$ cat config.mk
export PLATFORM = sky130hd
export DESIGN_NAME = sls_ctrl
export DESIGN_NICKNAME = d
export VERILOG_FILES = /design/src/hw/rtl/assert_macros.svh /design/src/hw/rtl/sls_pkg.sv /design/src/hw/rtl/sls_ctrl.sv
export SDC_FILE = /design/constraint.sdc
export NUM_CORES = 1
export LEC_CHECK = 0
export BUFFER_PORTS_ARGS = -buffer_cell sky130_fd_sc_hd__buf_4
export CORE_AREA = 2 2 39 41
export CTS_BUF_LIST = sky130_fd_sc_hd__clkbuf_16
export DETAILED_ROUTE_END_ITERATION = 10
export DIE_AREA = 0 0 41 43
export PLACE_DENSITY = 0.31
export SLEW_MARGIN = 20
export SYNTH_ARGS = -nofsm -noshare
export SYNTH_HDL_FRONTEND = slang
export SYNTH_SLANG_ARGS = --single-unit
export TNS_END_PERCENT = 10
$ cat constraint.sdc
create_clock -name clock -period 1.15 [get_ports clock]
set_clock_uncertainty 0.05 [all_clocks]
set_input_delay 0.0575 -clock clock [delete_from_list [all_inputs] [get_ports clock]]
set_output_delay 0.0575 -clock clock [all_outputs]
set_load 0.02 [all_outputs]
$ cat src/hw/rtl/assert_macros.svh
// Assertion macros used by the sorted list store datapath.
`ifndef ASSERT_MACROS_SVH
`define ASSERT_MACROS_SVH

// Property that must hold at every clock edge outside reset.
`define SLS_ASSERT(label, clk, rst, prop) \
   label: assert property (@(posedge clk) disable iff (rst) (prop)) \
      else $error("sorted list store assertion failed");

// When the trigger holds, the consequence must hold in the next cycle.
`define SLS_ASSERT_NEXT(label, clk, rst, trig, cons) \
   label: assert property (@(posedge clk) disable iff (rst) (trig) |=> (cons)) \
      else $error("sorted list store assertion failed");

`endif

$ cat src/hw/rtl/sls_pkg.sv
// Package with types and constants of the sorted list store.
`default_nettype none

package sls_pkg;

   localparam int CAPACITY = 64;
   localparam int CNT_W    = $clog2(CAPACITY + 1);
   localparam int DATA_W   = 32;

   typedef enum logic [1:0] {
      CMD_INSERT = 2'd0,
      CMD_DELETE = 2'd1,
      CMD_FIND   = 2'd2,
      CMD_DUMP   = 2'd3
   } cmd_type;

   typedef enum logic [1:0] {
      ST_DONE      = 2'd0,
      ST_NOT_FOUND = 2'd1,
      ST_FULL      = 2'd2,
      ST_EMPTY     = 2'd3
   } status_type;

   typedef enum logic [1:0] {
      S_IDLE,
      S_COMPARE,
      S_APPLY,
      S_DUMP
   } state_type;

   typedef struct packed {
      cmd_type                    command;
      logic signed [DATA_W-1:0]   value;
   } req_type;

   typedef struct packed {
      logic signed [DATA_W-1:0]   data;
      status_type                 status;
      logic                       found;
      logic [CNT_W-1:0]           occupancy;
      logic                       last;
   } rsp_type;

   // Commands from the controller to the datapath.
   typedef struct packed {
      logic load_req;
      logic compare;
      logic apply;
      logic dump_step;
   } ctrl_cmd_type;

   // Status from the datapath to the controller.
   typedef struct packed {
      logic slot_free;
      logic dump_go;
      logic dump_last;
   } dp_stat_type;

endpackage

`default_nettype wire

$ cat src/hw/rtl/sls_ctrl.sv
// Controller state machine of the sorted list store.
`default_nettype none

module sls_ctrl (
   input  wire logic                clock,
   input  wire logic                reset,
   input  wire logic                req_valid,
   output logic                     req_ready,
   input  wire sls_pkg::dp_stat_type stat,
   output sls_pkg::ctrl_cmd_type    cmd
);

   sls_pkg::state_type state_ff;
   sls_pkg::state_type state_in;

   // State register.
   always_ff @(posedge clock) begin
      if (reset) begin
         state_ff <= sls_pkg::S_IDLE;
      end else begin
         state_ff <= state_in;
      end
   end

   // Next state and datapath commands.
   always_comb begin
      state_in  = state_ff;
      cmd       = '0;
      req_ready = 1'b0;
      case (state_ff)
         sls_pkg::S_IDLE: begin
            // No request is taken while reset is held.
            req_ready = !reset;
            if (req_valid && !reset) begin
               cmd.load_req = 1'b1;
               state_in     = sls_pkg::S_COMPARE;
            end
         end
         sls_pkg::S_COMPARE: begin
            cmd.compare = 1'b1;
            state_in    = sls_pkg::S_APPLY;
         end
         sls_pkg::S_APPLY: begin
            // Wait until the output register can take a new result.
            if (stat.slot_free) begin
               cmd.apply = 1'b1;
               state_in  = stat.dump_go ? sls_pkg::S_DUMP : sls_pkg::S_IDLE;
            end
         end
         sls_pkg::S_DUMP: begin
            if (stat.slot_free) begin
               cmd.dump_step = 1'b1;
               if (stat.dump_last) begin
                  state_in = sls_pkg::S_IDLE;
               end
            end
         end
         default: begin
            state_in = sls_pkg::S_IDLE;
         end
      endcase
   end

endmodule

`default_nettype wire

==> impl_table.tex, run 1 <==
\begin{tabular}{lr}
\hline
Metric & Value \\
\hline
\multicolumn{2}{l}{\textbf{Outcome}} \\
Status & complete, no violations \\
\multicolumn{2}{l}{\textbf{Yosys}} \\
Flip-flop and latch count after synthesis & 2 \\
Synthesis warning total & 0 \\
Number of instances in the synthesized netlist & 20 \\
Mapped Nets & 26 \\
Netlist Area Pre-Place & 158 µm² \\
Sequential share of the synthesized area & 25.4\% \\
Count of different cell masters after synthesis & 15 \\
Mean Syn Cell Area & 7.88 µm² \\
\multicolumn{2}{l}{\textbf{Routing}} \\
Routed length per instance & 8.59 µm \\
DRC violation count after routing & 0 \\
Iteration-0 DRC count of the detailed router & 6 \\
Count of antenna-violating nets left after detailed routing & 0 \\
Drt via density & 3.73 \\
Sum of routed wire length over all layers & 421 µm \\
Via count & 183 \\
Detailed-routing iteration count for the pre-antenna-repair pass & 2 \\
\multicolumn{2}{l}{\textbf{Pwr}} \\
Power after layout & 690 µW \\
Pleak & 0.158 nW \\
Worst VDD drop & 0.000534 V \\
Power per standard cell area & 2030 nW/µm² \\
\multicolumn{2}{l}{\textbf{Timing}} \\
RSZ-0062 raised after global routing & true \\
Final period util & 98.6\% \\
Shortest period the worst path allows & 1.13 ns \\
Count of endpoints failing hold in the final timing report & 0 \\
Finish-stage setup viols & 0 \\
Least setup slack across all paths after layout & 0.0160 ns \\
Max Fclk & 882 MHz \\
Worst Tran Pin Value & 0.154 ns \\
Rel. slew slack & 89.7\% \\
Max-slew violation count & 0 \\
\multicolumn{2}{l}{\textbf{Setup path}} \\
Slack of the worst reg-to-reg path & 0.19 ns \\
Critical path launch point type & register \\
Reg2Reg Depth & 3 \\
Crit. End Element & primary output \\
Launching point of the worst reg2reg path & state\_ff[0]\$\_SDFFE\_PP0P\_ \\
Required @ worst endpoint & 1.04 ns \\
Data arrival time of the critical path & 1.03 ns \\
Crit path cell chain & nor3\_4 -> and2\_4 -> buf\_6 \\
Worst r2r dst & state\_ff[0]\$\_SDFFE\_PP0P\_ \\
CP Buf/Inv Count & 1 \\
Kind of cell adding the most delay to the critical path & flip-flops \\
Largest stage delay, worst path & 0.35 ns \\
Cell type of the slowest stage on the worst timing path & sky130\_fd\_sc\_hd\_\_dfxtp\_4 \\
Type of the setup path with the least slack & reg -> out \\
Maximum net fanout on the critical path & 6 \\
\multicolumn{2}{l}{\textbf{Clock network}} \\
Number of buffers on the longest clock path & 2 \\
Clock transition at the registers of the reported paths & 0.03 ns \\
Clock latency at the later pin of the worst-skew pair & 0.22 ns \\
TritonCTS buffer count & 3 \\
Clock tree from TritonCTS & built \\
Level count of the clock H-tree & 1 \\
Library cell used as clock root buffer & sky130\_fd\_sc\_hd\_\_clkbuf\_16 \\
Clock sink count & 2 \\
\multicolumn{2}{l}{\textbf{GRT}} \\
Overall fraction of global-route tracks in use & 6.01\% \\
Via count of the first global-routing pass & 175 \\
Pin count of the biggest net entering global routing & 10 \\
Initial antenna violation count & 0 \\
Wire length of the first global-routing pass & 648 µm \\
Remaining Overflow, GRT & 0 \\
\multicolumn{2}{l}{\textbf{Worst hold path}} \\
Count of cells along the worst hold path & 3 \\
Source of the worst hold timing path & reset \\
Hold Crit Class & in -> reg \\
Sink of the worst hold path & state\_ff[1]\$\_SDFFE\_PP0P\_ \\
\multicolumn{2}{l}{\textbf{Finish}} \\
Max FFs per register & 2 \\
Core Util, Final & 24.6\% \\
Top reg by flops & state\_ff \\
Biggest regs & state\_ff x2 \\
Layout area overhead & 116\% \\
Layout cell share with drive strength beyond 1 & 54.5\% \\
Antenna cells & 0 \\
Total number of nets in the final design & 41 \\
\multicolumn{2}{l}{\textbf{Placement}} \\
Routability-driven placement congestion ratio & 0.757 \\
Placement Setup Slack & 0.157 ns \\
Port Buffers & 10 \\
Post-detail-place hpwl & 315 µm \\
\multicolumn{2}{l}{\textbf{Floorplan}} \\
Die width & 41 µm \\
Starting utilization of the core area & 11.4\% \\
Top-level I/O count & 11 \\
Area of the core & 1380 µm² \\
Placement Rows & 14 \\
Total Die Area & 1760 µm² \\
Die height & 43 µm \\
\multicolumn{2}{l}{\textbf{Flow run}} \\
Count of maximum capacitance violations & 0 \\
\hline
\end{tabular}
## cells in the mapped netlist (all sizes together)
| cell type | count | area [µm²] |
|---|---|---|
| nand2b | 1 | 6.26 |
| and2 | 1 | 6.26 |
| a21oi | 1 | 5.00 |
| nand4b | 1 | 8.76 |
| dfxtp | 2 | 40.0 |
| nor2b | 1 | 6.26 |
| a31oi | 1 | 6.26 |
| nor3 | 1 | 16.3 |
| nand2 | 3 | 11.3 |
| nand3 | 1 | 5.00 |
| and3 | 1 | 6.26 |
| a41o | 1 | 10.0 |
| buf | 2 | 18.8 |
| nor2 | 3 | 11.3 |
## cell usage in the layout, fill, tap and decap left out, drive strengths merged
cell / instances
a31oi: 1
nor2: 3
and2: 1
buf: 11
nor3: 1
dfxtp: 2
a21oi: 1
and3: 1
nor2b: 1
nand4b: 1
nand3: 1
nand2: 3
clkbuf: 3
nand2b: 1
dlygate4sd3: 1
a41o: 1
## worst min-delay path, stage by stage
cell	delay [ns]
sky130_fd_sc_hd__buf_4	0.10
sky130_fd_sc_hd__a41o_1	0.09
sky130_fd_sc_hd__nor2_1	0.04
## metrics by stage
stage	std cells	TNS, ns	hold WS (ns)	cell area, µm²
finish	49	0	0.0624	340
detailed placement	44	0	0.219	234
global route	49	-0.0299	0.0836	340
floorplan	20	0	0.0769	158
global placement	44	0	0.218	234
CTS	48	0	0.0609	324
## cell type report
| cell class | instances | area [µm²] |
|---|---|---|
| fillers | 154 | 1040 |
| repair buffers | 12 | 96.3 |
| well taps | 16 | 20.0 |
| multi-input cells | 16 | 101 |
| clock buffers | 3 | 75.1 |
| flip-flops and latches | 2 | 47.5 |
## layer usage
| layer | global-route usage, % | routed length (µm) | vias to the layer above |
|---|---|---|---|
| li1 | - | - | 95 |
| met1 | 5.75 | 176 | 83 |
| met2 | 8.44 | 231 | 5 |
| met3 | 3.14 | 13 | 0 |
| met4 | 6.00 | 0 | 0 |
| met5 | 0 | 0 | - |
## worst max-delay path by stage
stage,end,cells after the start,from,slack (ns)
detailed placement,cmd[3],3,state_ff[1]$_SDFFE_PP0P_,0.16
floorplan,cmd[3],3,state_ff[1]$_SDFFE_PP0P_,0.06
CTS,cmd[3],3,state_ff[0]$_SDFFE_PP0P_,0.003
global placement,cmd[3],3,state_ff[1]$_SDFFE_PP0P_,0.14
finish,cmd[3],3,state_ff[0]$_SDFFE_PP0P_,0.02
global route,cmd[3],3,state_ff[0]$_SDFFE_PP0P_,-0.03
## power by group
group / internal (mW) / total (mW) / switching, mW / leakage, nW
registers: 0.0757 / 0.0888 / 0.0131 / 0.0178
clock network: 0.442 / 0.513 / 0.0718 / 0.0370
logic: 0.0493 / 0.0879 / 0.0386 / 0.103
## cell families (layout without fill, tap and decap cells)
logic type	count (synthesis)	after routing	synth area share, %
simple gates	13	13	49.2
compound gates	3	3	13.5
flops	2	2	25.4
buf+inv	2	15	11.9
## repair_timing
action                                  4_1_cts  5_1_grt
gates resized for setup                       3        3
endpoints found under the setup margin        4        1
pin swaps                                     1        2
hold endpoints to repair                      1        0
hold buffers                                  1        0
buffers inserted                              0        1
No activity file was read; power rests on OpenSTA's default activity.
==> inputs of run 2 (changes only) <==
CTS_BUF_LIST = sky130_fd_sc_hd__clkbuf_2 sky130_fd_sc_hd__clkbuf_4 sky130_fd_sc_hd__clkbuf_8   (was sky130_fd_sc_hd__clkbuf_16)
==> run 2 against run 1 <==
Against the previous run:
- die area did not move
- sequential cell count unchanged
- sequential share of layout area increased by 2.6 points
- core utilization down 3.8 points
- cell count unchanged
- critical path type unchanged
==> impl_table.tex, run 2 (synthesized netlist as in run 1, its figures left out) <==
\begin{tabular}{lr}
\hline
Metric & Value \\
\hline
\multicolumn{2}{l}{\textbf{Outcome}} \\
Status & complete, no violations \\
\multicolumn{2}{l}{\textbf{Timing}} \\
Rel. slew slack & 89.9\% (+0.27 points) \\
Worst Tran Pin Value & 0.150 ns (-0.00401 ns) \\
Sum of negative setup slack & 0 ns (unchanged) \\
Count of endpoints failing hold in the final timing report & 0 (unchanged) \\
Max Fclk & 879 MHz (-0.35\%) \\
Least setup slack across all paths after layout & 0.0121 ns (-0.00396 ns) \\
Max-slew violation count & 0 (unchanged) \\
Finish-stage setup viols & 0 (unchanged) \\
Final period util & 99.0\% (+0.34 points) \\
Shortest period the worst path allows & 1.14 ns (+0.00396 ns) \\
RSZ-0062 raised after global routing & true \\
Worst Hold Margin & 0.0624 ns (+0.0000484 ns) \\
\multicolumn{2}{l}{\textbf{Setup path}} \\
Kind of cell adding the most delay to the critical path & flip-flops \\
CP Buf/Inv Count & 1 (unchanged) \\
Crit path cell chain & nor3\_4 -> and2\_4 -> buf\_6 \\
Required @ worst endpoint & 1.04 ns (about the same) \\
Maximum net fanout on the critical path & 6 (unchanged) \\
Cell type of the slowest stage on the worst timing path & sky130\_fd\_sc\_hd\_\_dfxtp\_4 \\
Largest stage delay, worst path & 0.35 ns (about the same) \\
Crit. End Element & primary output \\
Type of the setup path with the least slack & reg -> out \\
Data arrival time of the critical path & 1.03 ns (about the same) \\
Critical path launch point type & register \\
\multicolumn{2}{l}{\textbf{Routing}} \\
Count of antenna-violating nets left after detailed routing & 0 (unchanged) \\
Sum of routed wire length over all layers & 394 µm (-6.4\%) \\
Via count & 183 (unchanged) \\
Detailed-routing iteration count for the pre-antenna-repair pass & 2 (unchanged) \\
Drt via density & 3.73 (unchanged) \\
Routed length per instance & 8.04 µm (-6.4\%) \\
Iteration-0 DRC count of the detailed router & 1 (-5) \\
DRC violation count after routing & 0 (unchanged) \\
\multicolumn{2}{l}{\textbf{Pwr}} \\
Pleak & 0.135 nW (-15\%) \\
Worst VDD drop & 0.000295 V (-45\%) \\
Power per standard cell area & 1130 nW/µm² (-44\%) \\
\multicolumn{2}{l}{\textbf{Clock network}} \\
Clock latency at the later pin of the worst-skew pair & 0.22 ns (about the same) \\
Clock sink count & 2 (unchanged) \\
Clock transition at the registers of the reported paths & 0.03 ns (about the same) \\
Number of buffers on the longest clock path & 2 (unchanged) \\
Clock tree from TritonCTS & built \\
TritonCTS buffer count & 3 (unchanged) \\
Library cell used as clock root buffer & sky130\_fd\_sc\_hd\_\_clkbuf\_4 \\
Level count of the clock H-tree & 1 (unchanged) \\
\multicolumn{2}{l}{\textbf{Finish}} \\
Post-route cell area & 288 µm² (-15\%) \\
Top reg by flops & state\_ff \\
Fin cells & 49 (unchanged) \\
Most frequent standard cell in the layout excluding fill and tap cells & sky130\_fd\_sc\_hd\_\_buf\_4 \\
Max FFs per register & 2 (unchanged) \\
Antenna cells & 0 (unchanged) \\
Biggest regs & state\_ff x2 \\
Total number of nets in the final design & 41 (unchanged) \\
Layout area overhead & 82.5\% \\
Layout cell share with drive strength beyond 1 & 54.5\% (unchanged) \\
Layout filler cell count & 157 (+1.9\%) \\
Leading cell types in the layout, fill and taps excluded & sky130\_fd\_sc\_hd\_\_buf\_4, sky130\_fd\_sc\_hd\_\_nand2\_1, sky130\_fd\_sc\_hd\_\_nor2\_1, sky130\_fd\_sc\_hd\_\_clkbuf\_4, sky130\_fd\_sc\_hd\_\_dfxtp\_4 \\
\multicolumn{2}{l}{\textbf{Floorplan}} \\
Die height & 43 µm (unchanged) \\
Top-level I/O count & 11 (unchanged) \\
Placement Rows & 14 (unchanged) \\
Area of the core & 1380 µm² (unchanged) \\
Total Die Area & 1760 µm² (unchanged) \\
Die width & 41 µm (unchanged) \\
Starting utilization of the core area & 11.4\% (unchanged) \\
\multicolumn{2}{l}{\textbf{Placement}} \\
Standard cell area after detailed placement & 234 µm² (unchanged) \\
Placement Setup Slack & 0.157 ns (unchanged) \\
Instance count after placement with tap cells included & 44 (unchanged) \\
Post-detail-place hpwl & 315 µm (unchanged) \\
Routability-driven placement congestion ratio & 0.757 (unchanged) \\
Port Buffers & 10 (unchanged) \\
\multicolumn{2}{l}{\textbf{GRT}} \\
Pin count of the biggest net entering global routing & 10 (unchanged) \\
Remaining Overflow, GRT & 0 (unchanged) \\
Overall fraction of global-route tracks in use & 5.12\% (-0.90 points) \\
Via count of the first global-routing pass & 164 (-6.3\%) \\
Wire length of the first global-routing pass & 586 µm (-9.6\%) \\
Initial antenna violation count & 0 (unchanged) \\
\multicolumn{2}{l}{\textbf{Worst hold path}} \\
Hold Crit Class & in -> reg \\
\multicolumn{2}{l}{\textbf{Flow run}} \\
Count of maximum capacitance violations & 0 (unchanged) \\
\hline
\end{tabular}
[run 2: path summary, 6_finish.rpt]
path                            start                        to  slack [ns]  cells after the start
max          state_ff[0]$_SDFFE_PP0P_                    cmd[3]        0.01                      3
max reg2reg  state_ff[0]$_SDFFE_PP0P_  state_ff[0]$_SDFFE_PP0P_        0.19                      3
min reg2reg  state_ff[1]$_SDFFE_PP0P_  state_ff[0]$_SDFFE_PP0P_        0.52                      2
min                             reset  state_ff[1]$_SDFFE_PP0P_        0.06                      3
[run 2: worst min-delay path: cells and delay by family]
family	cells	cell delay, ns
AND/OR/NAND/NOR	1	0.04
buffers and inverters	1	0.10
AO/OA/AOI/OAI	1	0.09
[run 2: final cells by class]
cell class,count,area [µm²],area share [%]
multi-input combinational,16,101,35.2
timing repair buffer,12,96.3,33.5
sequential,2,47.5,16.5
clock buffer,3,22.5,7.83
tap,16,20.0,6.96
[run 2: metrics by stage]
step	utilization [%]	power [mW]
floorplan	-	0.137
global placement	16.9	0.168
detailed placement	16.9	0.168
CTS	19.8	0.326
global route	20.8	0.345
finish	20.8	0.326
[run 2: timing repair]
action	CTS	global route
setup endpoints to repair	4	1
setup buffers	0	1
endpoints found under the hold margin	1	0
hold buffers	1	0
gates resized for setup	4	2
pin swaps	2	2
[run 2: report_power, final]
group | internal [mW] | total, mW | switching [mW]
Sequential | 0.0757 | 0.0887 | 0.0130
Clock | 0.115 | 0.149 | 0.0344
Combinational | 0.0493 | 0.0880 | 0.0387
[run 2: layer usage]
metal | routed length [µm] | global-route usage (%) | vias to the layer above
li1 | - | - | 95
met1 | 153 | 5.13 | 83
met2 | 228 | 8.13 | 5
met3 | 13 | 1.57 | 0
met4 | 0 | 4.00 | 0
met5 | 0 | 0 | -
==> inputs of run 3 (changes only) <==
REMOVE_ABC_BUFFERS = 1   (was not set)
SLEW_MARGIN = 5   (was 20)
==> run 3 against run 2 <==
Against the previous run:
- sequential power decreased by 2.5%
- critical path type unchanged
- critical path depth unchanged
- non-clock buffer count unchanged
- first-iteration DRC count decreased by 100%
- largest power group unchanged
- largest cell class unchanged
- die area unchanged
- combinational power increased by 2.4%
- count of clock-buffer cells in the layout unchanged
- fmax increased by 2.5%
- setup slack improved by 0.028 ns
- final area unchanged
- clock power about the same
- wire length increased by 4.6%
==> impl_table.tex, run 3 (synthesized netlist as in run 1, its figures left out) <==
\begin{tabular}{lr}
\hline
Metric & Value \\
\hline
\multicolumn{2}{l}{\textbf{Setup path}} \\
Required @ worst endpoint & 1.04 ns (about the same) \\
Maximum net fanout on the critical path & 4 (-2) \\
Worst setup path startpoint & state\_ff[0]\$\_SDFFE\_PP0P\_ \\
Data arrival time of the critical path & 1.00 ns (-0.03 ns) \\
Crit. End Element & primary output \\
Launching point of the worst reg2reg path & state\_ff[0]\$\_SDFFE\_PP0P\_ \\
Critical path launch point type & register \\
Type of the setup path with the least slack & reg -> out \\
\multicolumn{2}{l}{\textbf{Finish}} \\
Total number of nets in the final design & 41 (unchanged) \\
Fin cells & 49 (unchanged) \\
Biggest regs & state\_ff x2 \\
Layout area overhead & 82.5\% (unchanged) \\
Post-route cell area & 288 µm² (unchanged) \\
Antenna cells & 0 (unchanged) \\
Most frequent standard cell in the layout excluding fill and tap cells & sky130\_fd\_sc\_hd\_\_buf\_4 \\
Leading cell types in the layout, fill and taps excluded & sky130\_fd\_sc\_hd\_\_buf\_4, sky130\_fd\_sc\_hd\_\_nand2\_1, sky130\_fd\_sc\_hd\_\_nor2\_1, sky130\_fd\_sc\_hd\_\_clkbuf\_4, sky130\_fd\_sc\_hd\_\_dfxtp\_4 \\
Layout filler cell count & 168 (+7.0\%) \\
Layout cell share with drive strength beyond 1 & 54.5\% (unchanged) \\
Max FFs per register & 2 (unchanged) \\
Top reg by flops & state\_ff \\
\multicolumn{2}{l}{\textbf{Floorplan}} \\
Starting utilization of the core area & 11.4\% (unchanged) \\
Placement Rows & 14 (unchanged) \\
Total Die Area & 1760 µm² (unchanged) \\
Top-level I/O count & 11 (unchanged) \\
Area of the core & 1380 µm² (unchanged) \\
Die width & 41 µm (unchanged) \\
Die height & 43 µm (unchanged) \\
\multicolumn{2}{l}{\textbf{Outcome}} \\
Status & complete, no violations \\
\multicolumn{2}{l}{\textbf{Routing}} \\
Via count & 189 (+3.3\%) \\
Met1 Wirelength & 144 µm (-5.9\%) \\
Count of antenna-violating nets left after detailed routing & 0 (unchanged) \\
Sum of routed wire length over all layers & 412 µm (+4.6\%) \\
Routed length on met3 & 34 µm (+160\%) \\
Routed length per instance & 8.41 µm (+4.6\%) \\
Length of routed met2 wiring & 233 µm (+2.2\%) \\
Detailed-routing iteration count for the pre-antenna-repair pass & 1 (-1) \\
DRC violation count after routing & 0 (unchanged) \\
Highest routed layer & met3 \\
Iteration-0 DRC count of the detailed router & 0 (-1) \\
Drt via density & 3.86 (+3.3\%) \\
\multicolumn{2}{l}{\textbf{Pwr}} \\
Power per standard cell area & 1140 nW/µm² (+0.66\%) \\
Power after layout & 328 µW (+0.66\%) \\
Pleak & 0.135 nW (about the same) \\
Worst VDD drop & 0.000270 V (-8.3\%) \\
\multicolumn{2}{l}{\textbf{Clock network}} \\
Number of buffers on the longest clock path & 2 (unchanged) \\
Clock sink count & 2 (unchanged) \\
Clock tree from TritonCTS & built \\
Clock transition at the registers of the reported paths & 0.03 ns (about the same) \\
TritonCTS buffer count & 3 (unchanged) \\
Clock latency at the later pin of the worst-skew pair & 0.22 ns (about the same) \\
Library cell used as clock root buffer & sky130\_fd\_sc\_hd\_\_clkbuf\_4 \\
Level count of the clock H-tree & 1 (unchanged) \\
\multicolumn{2}{l}{\textbf{Timing}} \\
Least setup slack across all paths after layout & 0.0403 ns (+0.0282 ns) \\
Worst Tran Pin Value & 0.147 ns (-0.00363 ns) \\
Final period util & 96.5\% (-2.5 points) \\
Rel. slew slack & 90.2\% (+0.24 points) \\
Shortest period the worst path allows & 1.11 ns (-0.0282 ns) \\
RSZ-0062 raised after global routing & true \\
Worst Hold Margin & 0.0655 ns (+0.00311 ns) \\
Max-slew violation count & 0 (unchanged) \\
Finish-stage setup viols & 0 (unchanged) \\
Count of endpoints failing hold in the final timing report & 0 (unchanged) \\
Max Fclk & 901 MHz (+2.5\%) \\
\multicolumn{2}{l}{\textbf{Flow run}} \\
Count of maximum capacitance violations & 0 (unchanged) \\
\multicolumn{2}{l}{\textbf{GRT}} \\
Remaining Overflow, GRT & 0 (unchanged) \\
Via count of the first global-routing pass & 189 (+15\%) \\
Overall fraction of global-route tracks in use & 6.22\% (+1.1 points) \\
Initial antenna violation count & 0 (unchanged) \\
Pin count of the biggest net entering global routing & 10 (unchanged) \\
Wire length of the first global-routing pass & 696 µm (+19\%) \\
\multicolumn{2}{l}{\textbf{Placement}} \\
Routability-driven placement congestion ratio & 0.579 (-24\%) \\
Port Buffers & 10 (unchanged) \\
Instance count after placement with tap cells included & 44 (unchanged) \\
Post-detail-place hpwl & 311 µm (-1.2\%) \\
Standard cell area after detailed placement & 234 µm² (unchanged) \\
Placement Setup Slack & 0.168 ns (+0.0111 ns) \\
\multicolumn{2}{l}{\textbf{Worst hold path}} \\
Hold Crit Class & in -> reg \\
Source of the worst hold timing path & req\_valid \\
\hline
\end{tabular}
## run 3: cell counts in the layout (fill, tap and decap cells not counted)
Identical to the previous run, type by type.
## run 3: what timing repair did
action	in CTS	in global routing
buffers inserted	1	0
hold endpoints to repair	1	0
pin swaps	2	0
setup endpoints to repair	4	1
hold buffers	1	0
gates cloned	0	0
resized for setup	6	0
## run 3: per-stage QoR
stage,util [%],setup TNS [ns]
final,20.8,0
after detailed placement,16.9,0
after CTS,20.8,0
after global routing,20.8,-0.0190
after floorplan,-,0
after global placement,16.9,0
## run 3: layout make-up
cell class | count | area (µm²) | area share (%)
Multi-Input combinational cell | 16 | 101 | 35.2
Clock buffer | 3 | 22.5 | 7.83
Timing Repair Buffer | 12 | 96.3 | 33.5
Tap cell | 16 | 20.0 | 6.96
Sequential cell | 2 | 47.5 | 16.5
## run 3: final timing paths
check,end,slack [ns],cells past startpoint
worst max-delay path,cmd[3],0.04,3
worst min-delay path,state_ff[0]$_SDFFE_PP0P_,0.07,3
worst max register to register,state_ff[0]$_SDFFE_PP0P_,0.19,3
worst min register to register,state_ff[0]$_SDFFE_PP0P_,0.51,2
## run 3: critical path, cell delays in order (launching register included)
cell                      delay (ns)
sky130_fd_sc_hd__dfxtp_4        0.35
sky130_fd_sc_hd__nor3_4         0.17
sky130_fd_sc_hd__and2_4         0.16
sky130_fd_sc_hd__buf_6          0.10
## run 3: layer usage
layer | up-vias | global-route usage, %
met1 | 83 | 5.45
li1 | 100 | -
met2 | 6 | 9.38
met4 | 0 | 6.00
met5 | - | 0
met3 | 0 | 3.14
## run 3: power breakdown
part	leakage (nW)	internal (mW)	switching [mW]
Clock	0.0138	0.115	0.0366
Combinational	0.103	0.0495	0.0406
Sequential	0.0178	0.0756	0.0109
Total	0.135	0.240	0.0880
